**src/hw/rtl/uspq_pkg.sv**
```systemverilog
// ----------------------------------------------------------------------------
// uspq_pkg
// Shared widths and the classified operation type of the slot priority queue.
// ----------------------------------------------------------------------------
package uspq_pkg;

	localparam int PRIO_W  = 16;
	localparam int PAY_W   = 32;
	localparam int QDEPTH  = 2;
	localparam int QPTR_W  = 1;
	localparam int QCNT_W  = 2;

	localparam logic KIND_PUSH = 1'b0;
	localparam logic KIND_POP  = 1'b1;

	typedef struct packed {
		logic              is_pop;
		logic              zero_prio;
		logic [PRIO_W-1:0] prio;
		logic [PAY_W-1:0]  payload;
	} op_t;

	typedef struct packed {
		logic valid;
		op_t  op;
	} op_chan_t;

endpackage

```
**src/hw/rtl/uspq_in_if.sv**
```systemverilog
// ----------------------------------------------------------------------------
// uspq_in_if
// Request channel: operation kind, priority and payload tag.
// ----------------------------------------------------------------------------
interface uspq_in_if;
	logic        valid;
	logic        ready;
	logic        kind;
	logic [15:0] priority_req;
	logic [31:0] payload;

	modport source (output valid, output kind, output priority_req, output payload,
		input ready);
	modport sink (input valid, input kind, input priority_req, input payload,
		output ready);
endinterface

```
**src/hw/rtl/uspq_out_if.sv**
```systemverilog
// ----------------------------------------------------------------------------
// uspq_out_if
// Response channel: status, popped priority and popped payload tag.
// ----------------------------------------------------------------------------
interface uspq_out_if;
	logic        valid;
	logic        ready;
	logic        ok;
	logic [15:0] out_priority;
	logic [31:0] out_payload;

	modport source (output valid, output ok, output out_priority, output out_payload,
		input ready);
	modport sink (input valid, input ok, input out_priority, input out_payload,
		output ready);
endinterface

```
**src/hw/rtl/uspq_front.sv**
```systemverilog
// ----------------------------------------------------------------------------
// uspq_front
// Accepts request transactions, classifies them and holds them in a short
// queue for the back end.
// ----------------------------------------------------------------------------
module uspq_front (
	input  logic            clk,
	input  logic            arst_n,
	uspq_in_if.sink         req,
	output uspq_pkg::op_chan_t op_chan,
	input  logic            op_ready
);
	import uspq_pkg::*;

	op_t               fifo_q [QDEPTH];
	logic [QPTR_W-1:0] wr_ptr_q;
	logic [QPTR_W-1:0] rd_ptr_q;
	logic [QCNT_W-1:0] count_q;
	logic              push_en;
	logic              pop_en;
	op_t               op_in;

	assign req.ready = (count_q != QCNT_W'(QDEPTH));
	assign push_en   = req.valid && req.ready;
	assign pop_en    = op_chan.valid && op_ready;

	always_comb begin
		op_in.is_pop    = (req.kind == KIND_POP);
		op_in.zero_prio = (req.priority_req == '0);
		op_in.prio      = req.priority_req;
		op_in.payload   = req.payload;
	end

	assign op_chan.valid = (count_q != '0);
	assign op_chan.op    = fifo_q[rd_ptr_q];

	always_ff @(posedge clk) begin
		if (push_en) begin
			fifo_q[wr_ptr_q] <= op_in;
		end
	end

	always_ff @(posedge clk or negedge arst_n) begin
		if (!arst_n) begin
			wr_ptr_q <= '0;
			rd_ptr_q <= '0;
			count_q  <= '0;
		end else begin
			if (push_en) begin
				wr_ptr_q <= wr_ptr_q + QPTR_W'(1);
			end
			if (pop_en) begin
				rd_ptr_q <= rd_ptr_q + QPTR_W'(1);
			end
			case ({push_en, pop_en})
				2'b10:   count_q <= count_q + QCNT_W'(1);
				2'b01:   count_q <= count_q - QCNT_W'(1);
				default: count_q <= count_q;
			endcase
		end
	end

endmodule

```
**src/hw/rtl/uspq_back.sv**
```systemverilog
// ----------------------------------------------------------------------------
// uspq_back
// Slot storage and sequencer: scans the used slots one per cycle, then
// performs the push or pop and registers the response.
// ----------------------------------------------------------------------------
module uspq_back #(
	parameter int SLOTS = 8
) (
	input  logic               clk,
	input  logic               arst_n,
	input  uspq_pkg::op_chan_t op_chan,
	output logic               op_ready,
	uspq_out_if.source         rsp
);
	import uspq_pkg::*;

	localparam int IW = $clog2(SLOTS);
	localparam int CW = $clog2(SLOTS + 1);

	typedef enum logic [5:0] {
		ST_IDLE = 6'b000001,
		ST_SCAN = 6'b000010,
		ST_LAST = 6'b000100,
		ST_FIN  = 6'b001000,
		ST_POPD = 6'b010000,
		ST_DONE = 6'b100000
	} state_t;

	state_t            state_q;
	op_t               op_q;
	logic [PRIO_W-1:0] prio_mem [SLOTS];
	logic [PAY_W-1:0]  pay_mem  [SLOTS];
	logic [SLOTS-1:0]  valid_q;
	logic [CW-1:0]     used_q;
	logic [IW-1:0]     idx_q;
	logic              cmp_valid_s1;
	logic [IW-1:0]     cmp_idx_s1;
	logic [PRIO_W-1:0] prio_rd_s1;
	logic [PAY_W-1:0]  pay_rd_q;
	logic [PRIO_W-1:0] best_prio_q;
	logic [IW-1:0]     best_idx_q;
	logic              free_found_q;
	logic [IW-1:0]     free_idx_q;
	logic              res_ok_q;
	logic [PRIO_W-1:0] res_prio_q;
	logic [PAY_W-1:0]  res_pay_q;
	logic              out_valid_q;
	logic              out_ok_q;
	logic [PRIO_W-1:0] out_prio_q;
	logic [PAY_W-1:0]  out_pay_q;

	logic              cmp_slot_valid;
	logic [PRIO_W-1:0] cmp_prio;
	logic              is_last;
	logic              wr_en;
	logic [IW-1:0]     wr_idx;
	logic              push_append;
	logic              out_free;

	assign op_ready       = (state_q == ST_IDLE);
	assign cmp_slot_valid = valid_q[cmp_idx_s1];
	assign cmp_prio       = cmp_slot_valid ? prio_rd_s1 : '0;
	assign is_last        = (CW'(idx_q) == used_q - CW'(1));
	assign out_free       = !out_valid_q || rsp.ready;

	// push slot choice: highest free slot below the count, else append
	always_comb begin
		push_append = 1'b0;
		wr_en       = 1'b0;
		wr_idx      = free_idx_q;
		if (state_q == ST_FIN && !op_q.is_pop && !op_q.zero_prio) begin
			if (free_found_q) begin
				wr_en = 1'b1;
			end else if (used_q != CW'(SLOTS)) begin
				wr_en       = 1'b1;
				push_append = 1'b1;
				wr_idx      = used_q[IW-1:0];
			end
		end
	end

	always_ff @(posedge clk) begin
		prio_rd_s1 <= prio_mem[idx_q];
		pay_rd_q   <= pay_mem[best_idx_q];
		if (wr_en) begin
			prio_mem[wr_idx] <= op_q.prio;
			pay_mem[wr_idx]  <= op_q.payload;
		end
	end

	// payload side of the sequencer
	always_ff @(posedge clk) begin
		cmp_idx_s1 <= idx_q;
		case (state_q)
			ST_IDLE: begin
				op_q         <= op_chan.op;
				best_prio_q  <= '0;
				best_idx_q   <= '0;
				free_idx_q   <= '0;
			end
			ST_FIN: begin
				res_ok_q   <= wr_en || (op_q.is_pop && best_prio_q != '0);
				res_prio_q <= op_q.is_pop ? best_prio_q : '0;
				res_pay_q  <= '0;
			end
			ST_POPD: begin
				res_pay_q <= pay_rd_q;
			end
			default: begin
			end
		endcase
		if (cmp_valid_s1) begin
			if (cmp_prio > best_prio_q) begin
				best_prio_q <= cmp_prio;
				best_idx_q  <= cmp_idx_s1;
			end
			if (!cmp_slot_valid) begin
				free_idx_q <= cmp_idx_s1;
			end
		end
		if (state_q == ST_DONE && out_free) begin
			out_ok_q   <= res_ok_q;
			out_prio_q <= res_prio_q;
			out_pay_q  <= res_pay_q;
		end
	end

	always_ff @(posedge clk or negedge arst_n) begin
		if (!arst_n) begin
			state_q      <= ST_IDLE;
			valid_q      <= '0;
			used_q       <= '0;
			idx_q        <= '0;
			cmp_valid_s1 <= 1'b0;
			free_found_q <= 1'b0;
			out_valid_q  <= 1'b0;
		end else begin
			if (cmp_valid_s1 && !cmp_slot_valid) begin
				free_found_q <= 1'b1;
			end
			if (rsp.ready && state_q != ST_DONE) begin
				out_valid_q <= 1'b0;
			end
			case (state_q)
				ST_IDLE: begin
					cmp_valid_s1 <= 1'b0;
					free_found_q <= 1'b0;
					idx_q        <= '0;
					if (op_chan.valid) begin
						state_q <= (used_q == '0) ? ST_FIN : ST_SCAN;
					end
				end
				ST_SCAN: begin
					cmp_valid_s1 <= 1'b1;
					if (is_last) begin
						state_q <= ST_LAST;
					end else begin
						idx_q <= idx_q + IW'(1);
					end
				end
				ST_LAST: begin
					cmp_valid_s1 <= 1'b0;
					state_q      <= ST_FIN;
				end
				ST_FIN: begin
					if (wr_en) begin
						valid_q[wr_idx] <= 1'b1;
					end
					if (push_append) begin
						used_q <= used_q + CW'(1);
					end
					if (op_q.is_pop && best_prio_q != '0) begin
						valid_q[best_idx_q] <= 1'b0;
						state_q             <= ST_POPD;
					end else begin
						state_q <= ST_DONE;
					end
				end
				ST_POPD: begin
					state_q <= ST_DONE;
				end
				ST_DONE: begin
					if (out_free) begin
						out_valid_q <= 1'b1;
						state_q     <= ST_IDLE;
					end
				end
				default: begin
					state_q <= ST_IDLE;
				end
			endcase
		end
	end

	assign rsp.valid        = out_valid_q;
	assign rsp.ok           = out_ok_q;
	assign rsp.out_priority = out_prio_q;
	assign rsp.out_payload  = out_pay_q;

endmodule

```
**src/hw/rtl/unsorted_slot_priority_queue.sv**
```systemverilog
// sequence: after acceptance a request steps through ST_SCAN and ST_LAST (both
// skipped when no slot is used yet), ST_FIN, ST_POPD (successful pop only) and ST_DONE
// throughput: the sequencer takes a new transaction only in ST_IDLE, so one at a time;
// the scan reads one slot per cycle over the priority memory read port, and ST_DONE waits while the response is held
// reset: all slots free, used count zero, two-entry request queue empty;
// payload memory is not cleared and needs no clearing pass
// ----------------------------------------------------------------------------
// unsorted_slot_priority_queue
// Max priority queue over an unsorted array of slots, with a request queue
// in front of a scanning sequencer.
// ----------------------------------------------------------------------------
module unsorted_slot_priority_queue #(
	parameter int SLOTS = 8
) (
	input  logic       clk,
	input  logic       arst_n,
	uspq_in_if.sink    req,
	uspq_out_if.source rsp
);
	import uspq_pkg::*;

	op_chan_t op_chan;
	logic     op_ready;

	uspq_front u_front (
		.clk      (clk),
		.arst_n   (arst_n),
		.req      (req),
		.op_chan  (op_chan),
		.op_ready (op_ready)
	);

	uspq_back #(
		.SLOTS (SLOTS)
	) u_back (
		.clk      (clk),
		.arst_n   (arst_n),
		.op_chan  (op_chan),
		.op_ready (op_ready),
		.rsp      (rsp)
	);

endmodule

```
**src/flat_wrapper.sv**
```systemverilog
// flat-port wrapper written by rule: the top's interface ports become plain ports
module unsorted_slot_priority_queue_flat import uspq_pkg::*;
#(
	parameter int SLOTS = 8
)
  (clk, arst_n, req_valid, req_kind, req_priority_req, req_payload, req_ready, rsp_valid, rsp_ok, rsp_out_priority, rsp_out_payload, rsp_ready);
  uspq_in_if req_i ();
  uspq_out_if rsp_i ();
  input  logic clk;
  input  logic arst_n;
  input wire logic [$bits(req_i.valid)-1:0] req_valid;
  input wire logic [$bits(req_i.kind)-1:0] req_kind;
  input wire logic [$bits(req_i.priority_req)-1:0] req_priority_req;
  input wire logic [$bits(req_i.payload)-1:0] req_payload;
  output wire logic [$bits(req_i.ready)-1:0] req_ready;
  output wire logic [$bits(rsp_i.valid)-1:0] rsp_valid;
  output wire logic [$bits(rsp_i.ok)-1:0] rsp_ok;
  output wire logic [$bits(rsp_i.out_priority)-1:0] rsp_out_priority;
  output wire logic [$bits(rsp_i.out_payload)-1:0] rsp_out_payload;
  input wire logic [$bits(rsp_i.ready)-1:0] rsp_ready;
  assign req_i.valid = req_valid;
  assign req_i.kind = req_kind;
  assign req_i.priority_req = req_priority_req;
  assign req_i.payload = req_payload;
  assign req_ready = req_i.ready;
  assign rsp_valid = rsp_i.valid;
  assign rsp_ok = rsp_i.ok;
  assign rsp_out_priority = rsp_i.out_priority;
  assign rsp_out_payload = rsp_i.out_payload;
  assign rsp_i.ready = rsp_ready;
  unsorted_slot_priority_queue #(.SLOTS(SLOTS)) u_core (.clk(clk), .arst_n(arst_n), .req(req_i), .rsp(rsp_i));
endmodule
```
**config.mk**
```make
export PLATFORM = sky130hd
export DESIGN_NAME = unsorted_slot_priority_queue_flat
export DESIGN_NICKNAME = d
export VERILOG_FILES = /design/src/hw/rtl/uspq_pkg.sv /design/src/hw/rtl/uspq_in_if.sv /design/src/hw/rtl/uspq_out_if.sv /design/src/hw/rtl/uspq_front.sv /design/src/hw/rtl/uspq_back.sv /design/src/hw/rtl/unsorted_slot_priority_queue.sv /design/src/flat_wrapper.sv
export SDC_FILE = /design/constraint.sdc
export NUM_CORES = 1
export LEC_CHECK = 0
export BUFFER_PORTS_ARGS = -buffer_cell sky130_fd_sc_hd__buf_4
export CAP_MARGIN = 5
export CORE_ASPECT_RATIO = 0.8
export CORE_MARGIN = 3
export CORE_UTILIZATION = 35
export DETAILED_ROUTE_END_ITERATION = 10
export PLACE_DENSITY_LB_ADDON = 0.15
export SYNTH_ARGS = -nofsm -noshare
export SYNTH_HDL_FRONTEND = slang
export SYNTH_SLANG_ARGS = --single-unit
```
**constraint.sdc**
```tcl
create_clock -name clk -period 5.7 [get_ports clk]
set_input_delay 0.285 -clock clk [delete_from_list [all_inputs] [get_ports clk]]
set_output_delay 0.285 -clock clk [all_outputs]
set_load 0.05 [all_outputs]
```
==> results, run 1 <==
- Counting flops and latches in the post-synthesis netlist gives 733.
- The number of detailed-routing iterations run before antenna repair is 5.
- For this run, the top clock speed supported by timing is 0.2446 GHz.
- The die covers 0.08017 sq mm.
- The net switching power figure is 3999 uW.
- The total routed wirelength is 59020 um.
- The startpoint identified for the worst hold timing path is req_valid.
- The post-synth net total is 1522.
- The largest net degree at the start of global routing is 52.
- Post-CTS timing repair inserted 0 buffers for setup.
- In this run the worst path has a maximum fanout of 17.
- The origin of the critical flop-to-flop path is u_core.u_back.cmp_idx_s1[1]$_DFF_P_.
- For this design the static power due to leakage is 0.01074 uW.
- Setup violations remaining at the end of the flow were counted as 0.
- The synthesized cell area is 0.02688 sq mm.
- The share of synthesized cell area in full adder, half adder and majority cells is 0.9311%.
- TritonCTS built the clock tree.
- Internal power comes to 11180 uW.
- The share of power burned in combinational logic is 14.5%.
- The post-synthesis share of cell area spent on xor and xnor gates is 0.4562%.
- For the worst-skew pair, the clock arrives at the later sink with an insertion delay of 0.62 ns.
- The worst setup path is launched from a flop.
- In this run the worst setup path begins at u_core.u_back.cmp_idx_s1[1]$_DFF_P_.
- The clock slew at the register clock pins of the worst setup and hold paths is 0.06 ns.
- The initial antenna violation count is 4.
- The maximum VDD drop is 229.5 uV.
- A synthesized cell averages 18.55 sq um.
- The synthesized design devotes to its leading area cell type 70.61% of total area.
- For this run, the post-layout net count is 1732.
- The routed via count divided by cell count is 4.832.
- The flip-flop cell with the highest count after synthesis is sky130_fd_sc_hd__edfxtp_1.
- In this run the remaining antenna-violating nets after routing total 0.
- The longest clock path from root to sink contains 3 buffers.
- The sort of element at the end of the critical path is a flop.
- The accumulated negative setup slack is 0 ns.
- In this run, placement finished with an instance count of 2539.
- Measured against the total synthesized area, the mux share comes to 9.004%.
- The number of violations reported at the end of detailed-routing iteration 0 is 1106.
- 104 I/O pins were placed.
- Counting both buffers and inverters, the worst setup path holds a total of 2.
- The worst path required time is 6.23 ns.
- The number of global-route vias before repair is 13602.
- For this run, the number of standard cells in the final layout without fillers is 2733.
- In this run the tool buffered the top-level ports with 103 buffer cells.
- The run finished with clean final reports.
- Setup repair after global routing left no endpoint under its margin.
- Cells fill 42.43% of the core in the end.
- CTS built an H-tree with a depth of 3.
- After detailed routing, the average wire length per cell comes to 21.60 um.
- The first global-routing pass estimated 89200 um of wire.
- The longest individual stage delay on the worst path is 0.85 ns.
- The area growth from synthesis to final layout is 19.63%.
- The sequential group share of total power is 51.0%.
- The normalized max-slew margin is 25.51%.
- The number of cell rows is 90.
- Summing the areas of all and, or, nand and nor instances in the mapped netlist gives 4.516% of the synthesized area.
- Synthesis instantiated 71 different standard cells from the library.
- The synthesized instance count is 1449.
- The initial utilization of the core area, before any placement, comes to 35.46%.
- The yosys synthesis warning count is 0.
- The clock network accounts for 34.6% of the total power.
- The share of the Yosys chip area taken by registers is 78.66%.
- Power spread over the standard cell area amounts to 472.0 mW/mm^2.
- The tree built by TritonCTS fans out to 733 sinks.
- The root buffer cell chosen for the clock tree is sky130_fd_sc_hd__clkbuf_16.
- The total count of max-transition violations in the final report is 0.
- The leftover overflow at the end of global routing is 0.
- Routability-driven placement finished with a final weighted congestion of 0.7799.
- The total of max-cap violations is 0.
- Of all cell types, the one taking the most synthesized area is sky130_fd_sc_hd__edfxtp_1.
- The critical path goes through mux4_2, mux2_2, nand2_1, inv_1, ha_1, nand4_1, a2111o_1, a31oi_2, buf_4, mux2i_1.
- Global routing used 14.96% of the available tracks across all layers.
- Summing the areas of all compound-gate instances in the mapped netlist gives 4.655% of the synthesized area.
- Yosys attributes the largest share of cell area to sky130_fd_sc_hd__edfxtp_1, sky130_fd_sc_hd__dfxtp_1, sky130_fd_sc_hd__mux4_2.
- The total area inside the core boundary comes to 0.07579 sq mm.
- The die width is 315.8 um.
- The total via count after detailed routing is 13205.
- The clock arrives with 0.02634 ns of skew.
- In the routed design, unresolved DRC markers number 0.
- From bottom edge to top edge, the die measures 253.9 um.
- Data on the critical path arrives at its endpoint at 4.62 ns.
- The switching share of power is 26.35%.
- At the pin with the least slew margin, the transition time is 1.111 ns.
- After synthesis, the largest family of logic cells by area is multiplexers.
- The minimum period implied by the final worst setup slack is 4.088 ns.
- The post-synthesis async set-or-reset flop share is 3.820%.
- The tightest min-delay check is of the in2reg type.
- The critical-path cell with the highest stage delay is sky130_fd_sc_hd__a31oi_2.
- After legalization and detailed placement, the total HPWL measured 35050 um.
- Clock tree synthesis inserted a total of 79 buffers.
- In the final layout, the share of cells above drive strength 1 is 24.36%.
- The worst setup path category is reg2reg.
- The kind of cell with the highest combined delay along the critical path is compound AO/OA/AOI/OAI gates.
- Yosys mapped a number of flops with a built-in enable equal to 632.
- Of the available clock period, the critical path in the final layout requires 71.72%.
- The final number of hold-violating endpoints is 0.
-- cells in the mapped netlist, drive strengths merged (15+ instances only) --
cell type and instances:
edfxtp 632, mux2 90, nand2 78, dfxtp 73, and2 50, nor2 50
a221oi 46, mux4 46, inv 45, mux2i 37, clkbuf 35, o21ai 29
dfrtp 27, a21oi 25, buf 21, ha 20, a22oi 15
-- tightest hold or removal path, delay by kind of cell --
kind	cells	cell delay, ns
xor gates and xnor gates	1	0.10
buffers and inverters	1	0.11
and+or+nand+nor	1	0.17
-- power by group through the flow --
stage	registers, uW	clock network, uW	logic (uW)
floorplan	7600	0	1490
global placement	7800	0	2200
detailed placement	7850	0	2220
CTS	7740	5390	2260
global route	7840	5620	2430
finish	7730	5240	2200
-- logic make-up after synthesis --
logic type	count (synthesis)
buffers and inverters	103
XOR/XNOR	14
AO/OA/AOI/OAI	167
AND/OR/NAND/NOR	239
flip-flops	733
multiplexers	173
adder cells (fa/ha/maj)	20
-- layout make-up --
cell class                 count  area [sq um]
clock buffer                 109          2192
sequential                   733         21150
multi-input combinational    613          5358
antenna                        1         2.502
fill                        6654         43630
timing repair buffer         185          1516
inverter                      47         177.7
clock inverter                33         489.2
tap                         1012          1266
-- layer usage --
metal | global-route usage [%] | vias to the layer above | routed length (um)
li1 | - | 6122 | -
met1 | 23.37 | 6675 | 29670
met2 | 20.94 | 326 | 24680
met3 | 3.441 | 82 | 3545
met4 | 3.712 | 0 | 1127
met5 | 0 | - | 0
-- timing repair --
item	CTS	global route
hold buffers	51	0
hold endpoints to repair	127	0
gates resized for setup	0	0
endpoints found under the setup margin	0	0
-- flip-flops by register name, indices dropped and copies added (netlist names), 2 cells and up --
register,cells
u_core.u_back.op_q,50
u_core.u_back.prio_rd_s1,16
u_core.u_back.free_idx_q,3
u_core.u_front.fifo_q,100
u_core.u_front.count_q,2
u_core.u_back.res_pay_q,32
u_core.u_back.prio_mem,128
u_core.u_back.valid_q,8
u_core.u_back.best_prio_q,16
u_core.u_back.idx_q,3
u_core.u_back.res_prio_q,16
u_core.u_back.cmp_idx_s1,3
u_core.u_back.pay_rd_q,32
u_core.u_back.used_q,4
u_core.u_back.pay_mem,256
u_core.u_back.best_idx_q,3
u_core.u_back.rsp.out_payload,32
u_core.u_back.state_q,6
u_core.u_back.rsp.out_priority,16
-- stage by stage --
step           hold WS, ns  power [uW]  setup slack [ns]  cell area (sq um)
2_1_floorplan     -0.01059        9094             1.434              26880
3_3_place_gp        0.2533       10000             1.703              28960
3_5_place_dp        0.2540       10060             1.648              28960
4_1_cts            0.06370       15390             1.553              32150
5_1_grt             0.1020       15890             1.402              32150
6_report            0.1013       15170             1.612              32150
-- layout by cell type, fill, tap and decap left out, types with 7 or more instances in the layout --
cell | synthesis | final
sky130_fd_sc_hd__o21ai_0 | 29 | 29
sky130_fd_sc_hd__dfrtp_1 | 27 | 24
sky130_fd_sc_hd__mux2i_1 | 37 | 37
sky130_fd_sc_hd__dlygate4sd3_1 | 0 | 51
sky130_fd_sc_hd__clkbuf_16 | 0 | 81
sky130_fd_sc_hd__mux2_2 | 90 | 90
sky130_fd_sc_hd__clkbuf_1 | 30 | 22
sky130_fd_sc_hd__mux4_2 | 46 | 46
sky130_fd_sc_hd__nor2_4 | 0 | 7
sky130_fd_sc_hd__nor2_1 | 50 | 41
sky130_fd_sc_hd__inv_1 | 44 | 43
sky130_fd_sc_hd__bufinv_16 | 0 | 12
sky130_fd_sc_hd__clkinv_2 | 0 | 8
sky130_fd_sc_hd__and2_1 | 48 | 48
sky130_fd_sc_hd__a22oi_1 | 15 | 15
sky130_fd_sc_hd__ha_1 | 20 | 20
sky130_fd_sc_hd__nor3_1 | 9 | 8
sky130_fd_sc_hd__clkinv_1 | 2 | 10
sky130_fd_sc_hd__edfxtp_1 | 632 | 632
sky130_fd_sc_hd__dfxtp_1 | 73 | 71
sky130_fd_sc_hd__a221oi_1 | 46 | 46
sky130_fd_sc_hd__nand2_1 | 78 | 78
sky130_fd_sc_hd__buf_4 | 2 | 134
sky130_fd_sc_hd__o22ai_1 | 11 | 11
sky130_fd_sc_hd__a21oi_1 | 23 | 21
sky130_fd_sc_hd__xnor2_1 | 10 | 10
-- worst paths after layout --
check	to	cells past startpoint	slack [ns]
worst max-delay path	u_core.u_back.best_prio_q[9]$_DFF_P_	10	1.61
worst max register to register	u_core.u_back.best_prio_q[9]$_DFF_P_	10	1.61
worst min-delay path	u_core.u_front.wr_ptr_q$_DFFE_PN0P_	3	0.10
min in group asynchronous	u_core.u_back.rsp.valid$_DFF_PN0_	2	0.18
max in group asynchronous	u_core.u_back.state_q[0]$_DFFE_PN1P_	2	5.18
worst min register to register	u_core.u_back.rsp.out_payload[24]$_DFFE_PP_	0	0.41
Note: power is estimated with default switching activity, not from simulation.
==> run 2, diff against run 1 <==
--- a/config.mk
+++ b/config.mk
@@ -5,6 +5,7 @@
 export SDC_FILE = /design/constraint.sdc
 export NUM_CORES = 1
 export LEC_CHECK = 0
+export ABC_AREA = 1
 export BUFFER_PORTS_ARGS = -buffer_cell sky130_fd_sc_hd__buf_4
 export CAP_MARGIN = 5
 export CORE_ASPECT_RATIO = 0.8
==> constraint.sdc (replaced) <==
create_clock -name clk -period 3.5 [get_ports clk]
set_input_delay 0.175 -clock clk [delete_from_list [all_inputs] [get_ports clk]]
set_output_delay 0.175 -clock clk [all_outputs]
set_load 0.05 [all_outputs]
==> run 2 against run 1 <==
  * Area after synthesis rose by 0.27%
  * Cell count rose by 15%
  * First-iteration DRC count fell by 12%
  * Utilization fell by 0.068 points
  * Critical path type unchanged
  * Sequential power rose by 66%
==> results, run 2 <==
- The final weighted congestion in routability-driven placement is 0.7724 (-0.96%).
- The sort of element at the end of the critical path is a flop.
- The number of nets with antenna violations after detailed routing is 0 (unchanged).
- The internal power contribution is 17940 uW (+60%).
- The setup clock skew after layout is 0.01880 ns (-0.007543 ns).
- The ratio of final minimum period to clock period is 84.85% (+13 points).
- The synthesized instance count is 1864 (+29%).
- The min-delay analysis places its worst path in the category in2async.
- The first-pass GRT wire length is 91260 um (+2.3%).
- The H-tree level count came to 3 (unchanged).
- The die extent in y is 254.2 um (+0.13%).
- The static power due to leakage was 0.01177 uW (+9.6%).
- The die width was 316.2 um (+0.13%).
- The total of max-cap violations is 0 (unchanged).
- The number of distinct library cells after synthesis is 45 (-37%).
- The number of clock sinks is 733 (unchanged).
- The total via count after detailed routing came to 14778 (+12%).
- The routed via count divided by cell count is 4.702 (-2.7%).
- The portion of synthesized cell area occupied by the leading cell type is 70.42% (-0.19 points).
- The area of the die is 0.08039 sq mm (+0.27%).
- The most common cell after layout, fill and taps aside is sky130_fd_sc_hd__edfxtp_1.
- The initial core utilization is 35.56% (+0.097 points).
- For this run, the leading register cell type out of synthesis is sky130_fd_sc_hd__edfxtp_1.
- The remaining routing DRC violations is 0 (unchanged).
- The placed standard-cell area was 0.02908 sq mm (+0.42%).
- The leftover overflow at the end of global routing is 0 (unchanged).
- The worst path required time came to 3.99 ns (-2.24 ns).
- The final number of hold-violating endpoints was 0 (unchanged).
- Yosys instantiated no cell more often than sky130_fd_sc_hd__edfxtp_1.
- The total global routing track utilization is 15.16% (+0.20 points).
- The clock slew at the register clock pins of the worst setup and hold paths came to 0.06 ns (about the same).
- The antenna cell count came to 0 (-1).
- In this run the critical register-to-register path is launched from u_core.u_back.cmp_idx_s1[0]$_DFF_P_.
- The sequential group share of total power is 50.0% (-1.0 points).
- The largest registers in the layout are u_core.u_back.pay_mem (256), u_core.u_back.prio_mem (128), u_core.u_front.fifo_q (100).
- The post-synth net total is 1937 (+27%).
- The post-cts resize count is 0 (unchanged).
- The initial antenna violation count is 4 (unchanged).
- The run finished with clean final reports.
- The highest achievable clock rate is 0.3367 GHz (+38%).
- The post-synthesis async set-or-reset flop share was 3.820% (unchanged).
- The total routed wirelength is 60640 um (+2.7%).
- The maximum VDD drop is 447.3 uV (+95%).
- The top cell type by total area after synthesis is sky130_fd_sc_hd__edfxtp_1.
- The latest clock arrival within the worst-skew pair is 0.62 ns (about the same).
- The number of violations reported at the end of detailed-routing iteration 0 is 977 (-12%).
- The share of power burned in combinational logic came to 18.8% (+4.3 points).
- The number of detailed-routing iterations run before antenna repair is 5 (unchanged).
- The placeable core region is 0.07579 sq mm (unchanged).
- The depth of the worst register-to-register path is 14 (+4).
- The register with the most flip-flops is u_core.u_back.pay_mem.
- From synthesis to final layout, the design area changed by 19.11%.
- The share of post-route cells with drive strength above 1 is 16.66% (-7.7 points).
- The half-perimeter wire length of the detailed placement result is 35980 um (+2.7%).
- The number of cell rows is 90 (unchanged).
- The number of buffers created by CTS is 76 (-3.8%).
- The maximum clock insertion buffer count is 3 (unchanged).
- The flop-to-flop setup slack came to 0.53 ns (-1.08 ns).
- The accumulated negative setup slack is 0 ns (unchanged).
- In this run the critical register-to-register path is captured at u_core.u_back.best_idx_q[0]$_DFF_P_.
- The worst setup path is of the reg2reg kind.
- The synthesized cell area is 0.02695 sq mm (+0.27%).
- The total setup violations reported at the end of the flow is 0 (unchanged).
- The average cell area after synthesis is 14.46 sq um (-22%).
- TritonCTS built the clock tree.
- By area the synthesized netlist is led by sky130_fd_sc_hd__edfxtp_1, sky130_fd_sc_hd__dfxtp_1, sky130_fd_sc_hd__nand2_1.
- The design area is 0.03210 sq mm (-0.16%).
- The number of synthesized register bits is 733 (unchanged).
- The minimum period implied by the final worst setup slack is 2.970 ns (-1.118 ns).
- The root buffer cell is sky130_fd_sc_hd__clkbuf_16.
- The flip-flop count of the largest register after layout was 256 (unchanged).
- The net switching power figure came to 7653 uW (+91%).
- The number of flops mapped to enable cells by yosys came to 632 (unchanged).
- The largest net degree at the start of global routing is 68 (+31%).
- The port buffer count is 103 (unchanged).
- The startpoint type of the worst setup path is a flop.
- The number of global-route vias before repair came to 14341 (+5.4%).
- The endpoint arrival time on the critical path is 3.46 ns (-1.16 ns).
- The switching share of power is 29.91% (+3.6 points).
- The yosys synthesis warning count is 0 (unchanged).
- Setup repair after global routing left no endpoint under its margin.
- The area occupied by multi-input gates is 0.004902 sq mm (-8.5%).
- The storage element area is 0.02114 sq mm (about the same).
- The total number of nets in the final design is 2140 (+24%).
- The sequential share of the synthesized area is 78.45% (-0.22 points).
- The power per standard cell area is 797.1 mW/mm^2 (+69%).
- The layout filler cell count is 6847 (+2.9%).
- The transition time at the pin with the least slew margin is 1.017 ns (-0.09461 ns).
- After synthesis, the most frequently instantiated cells are sky130_fd_sc_hd__edfxtp_1, sky130_fd_sc_hd__nand2_1, sky130_fd_sc_hd__nor2_1, sky130_fd_sc_hd__inv_1, sky130_fd_sc_hd__o21ai_0.
- The post-detailed-route wirelength per cell was 19.29 um (-11%).
- In the layout the commonest cells are sky130_fd_sc_hd__edfxtp_1, sky130_fd_sc_hd__nand2_1, sky130_fd_sc_hd__nor2_1.
- The I/O pin total was 104 (unchanged).
- The maximum fanout count along the critical path came to 19 (+2).
- The proportion of power drawn by the clock network is 31.2% (-3.4 points).
- The total count of max-transition violations in the final report is 0 (unchanged).
- The normalized max-slew margin came to 32.14% (+6.6 points).
-- run 2: how the worst max path moves through the flow --
stage / start / endpoint / slack (ns) / cells after the start
2_1_floorplan: u_core.u_back.state_q[1]$_DFFE_PN0P_ / u_core.u_back.pay_mem[4][0]$_DFFE_PP_ / 0.43 / 7
3_3_place_gp: u_core.u_back.cmp_idx_s1[0]$_DFF_P_ / u_core.u_back.best_idx_q[1]$_DFF_P_ / 0.28 / 14
3_5_place_dp: u_core.u_back.cmp_idx_s1[0]$_DFF_P_ / u_core.u_back.best_prio_q[10]$_DFF_P_ / 0.26 / 14
4_1_cts: u_core.u_back.cmp_idx_s1[0]$_DFF_P_ / u_core.u_back.best_idx_q[0]$_DFF_P_ / 0.23 / 14
5_1_grt: u_core.u_back.cmp_idx_s1[0]$_DFF_P_ / u_core.u_back.best_idx_q[2]$_DFF_P_ / 0.13 / 14
6_report: u_core.u_back.cmp_idx_s1[0]$_DFF_P_ / u_core.u_back.best_idx_q[0]$_DFF_P_ / 0.53 / 14
-- run 2: through the flow --
step           hold WS, ns  util [%]  power (uW)  setup WS (ns)  std cells
2_1_floorplan      -0.1206         -       15790         0.4340       1864
3_3_place_gp        0.1409     38.37       17660         0.2766       2945
3_5_place_dp        0.1450     38.37       17760         0.2590       2945
4_1_cts            0.03015     42.32       25880         0.2346       3139
5_1_grt            0.05124     42.36       27000         0.1257       3143
6_report           0.03216     42.36       25590         0.5301       3143
-- run 2: final cells by class --
cell class	instances	share of cell area (%)
repair buffers	193	5.270
clock inverters	43	1.239
inverters	167	1.953
well taps	1012	3.944
flip-flops and latches	733	65.87
multi-input cells	896	15.27
clock buffers	99	6.455
-- run 2: power groups by stage --
stage          logic [uW]  clock network, uW  registers, uW
4_1_cts              4850               8230          12800
6_report             4810               7980          12800
3_3_place_gp         4750                  0          12900
5_1_grt              5470               8570          13000
2_1_floorplan        3300                  0          12500
3_5_place_dp         4780                  0          13000
-- run 2: cell families after synthesis --
family	share of synthesized area, %
DFF	78.45
and+or+nand+nor	9.694
buffers and inverters	3.496
AOI/OAI and AO/OA	5.051
muxes	2.089
adders and majority gates	0.9285
xor gates and xnor gates	0.2925
-- run 2: layer usage --
metal	wire length (um)	GRT usage (%)
met5	0	0
met4	1303	4.262
met3	2905	2.543
met2	24550	20.86
met1	31880	24.42
-- run 2: what timing repair did --
action,in CTS,in global routing
setup endpoints to repair,0,19
hold endpoints to repair,130,0
buffers inserted,0,4
hold buffers,52,0
-- run 2: critical path: stages, from the launching register on --
cell                      delay [ns]
sky130_fd_sc_hd__dfxtp_1        0.45
sky130_fd_sc_hd__a21oi_1        0.09
sky130_fd_sc_hd__o21ai_0        0.07
sky130_fd_sc_hd__nand2_1        0.11
sky130_fd_sc_hd__o21ai_4        0.27
sky130_fd_sc_hd__buf_4          0.24
sky130_fd_sc_hd__nor2_4         0.04
sky130_fd_sc_hd__ha_1           0.29
sky130_fd_sc_hd__nand2_1        0.09
sky130_fd_sc_hd__nor4_1         0.29
sky130_fd_sc_hd__nand2_1        0.08
sky130_fd_sc_hd__nand2_1        0.27
sky130_fd_sc_hd__nand2_2        0.34
sky130_fd_sc_hd__nand2_1        0.15
sky130_fd_sc_hd__nand2_1        0.06
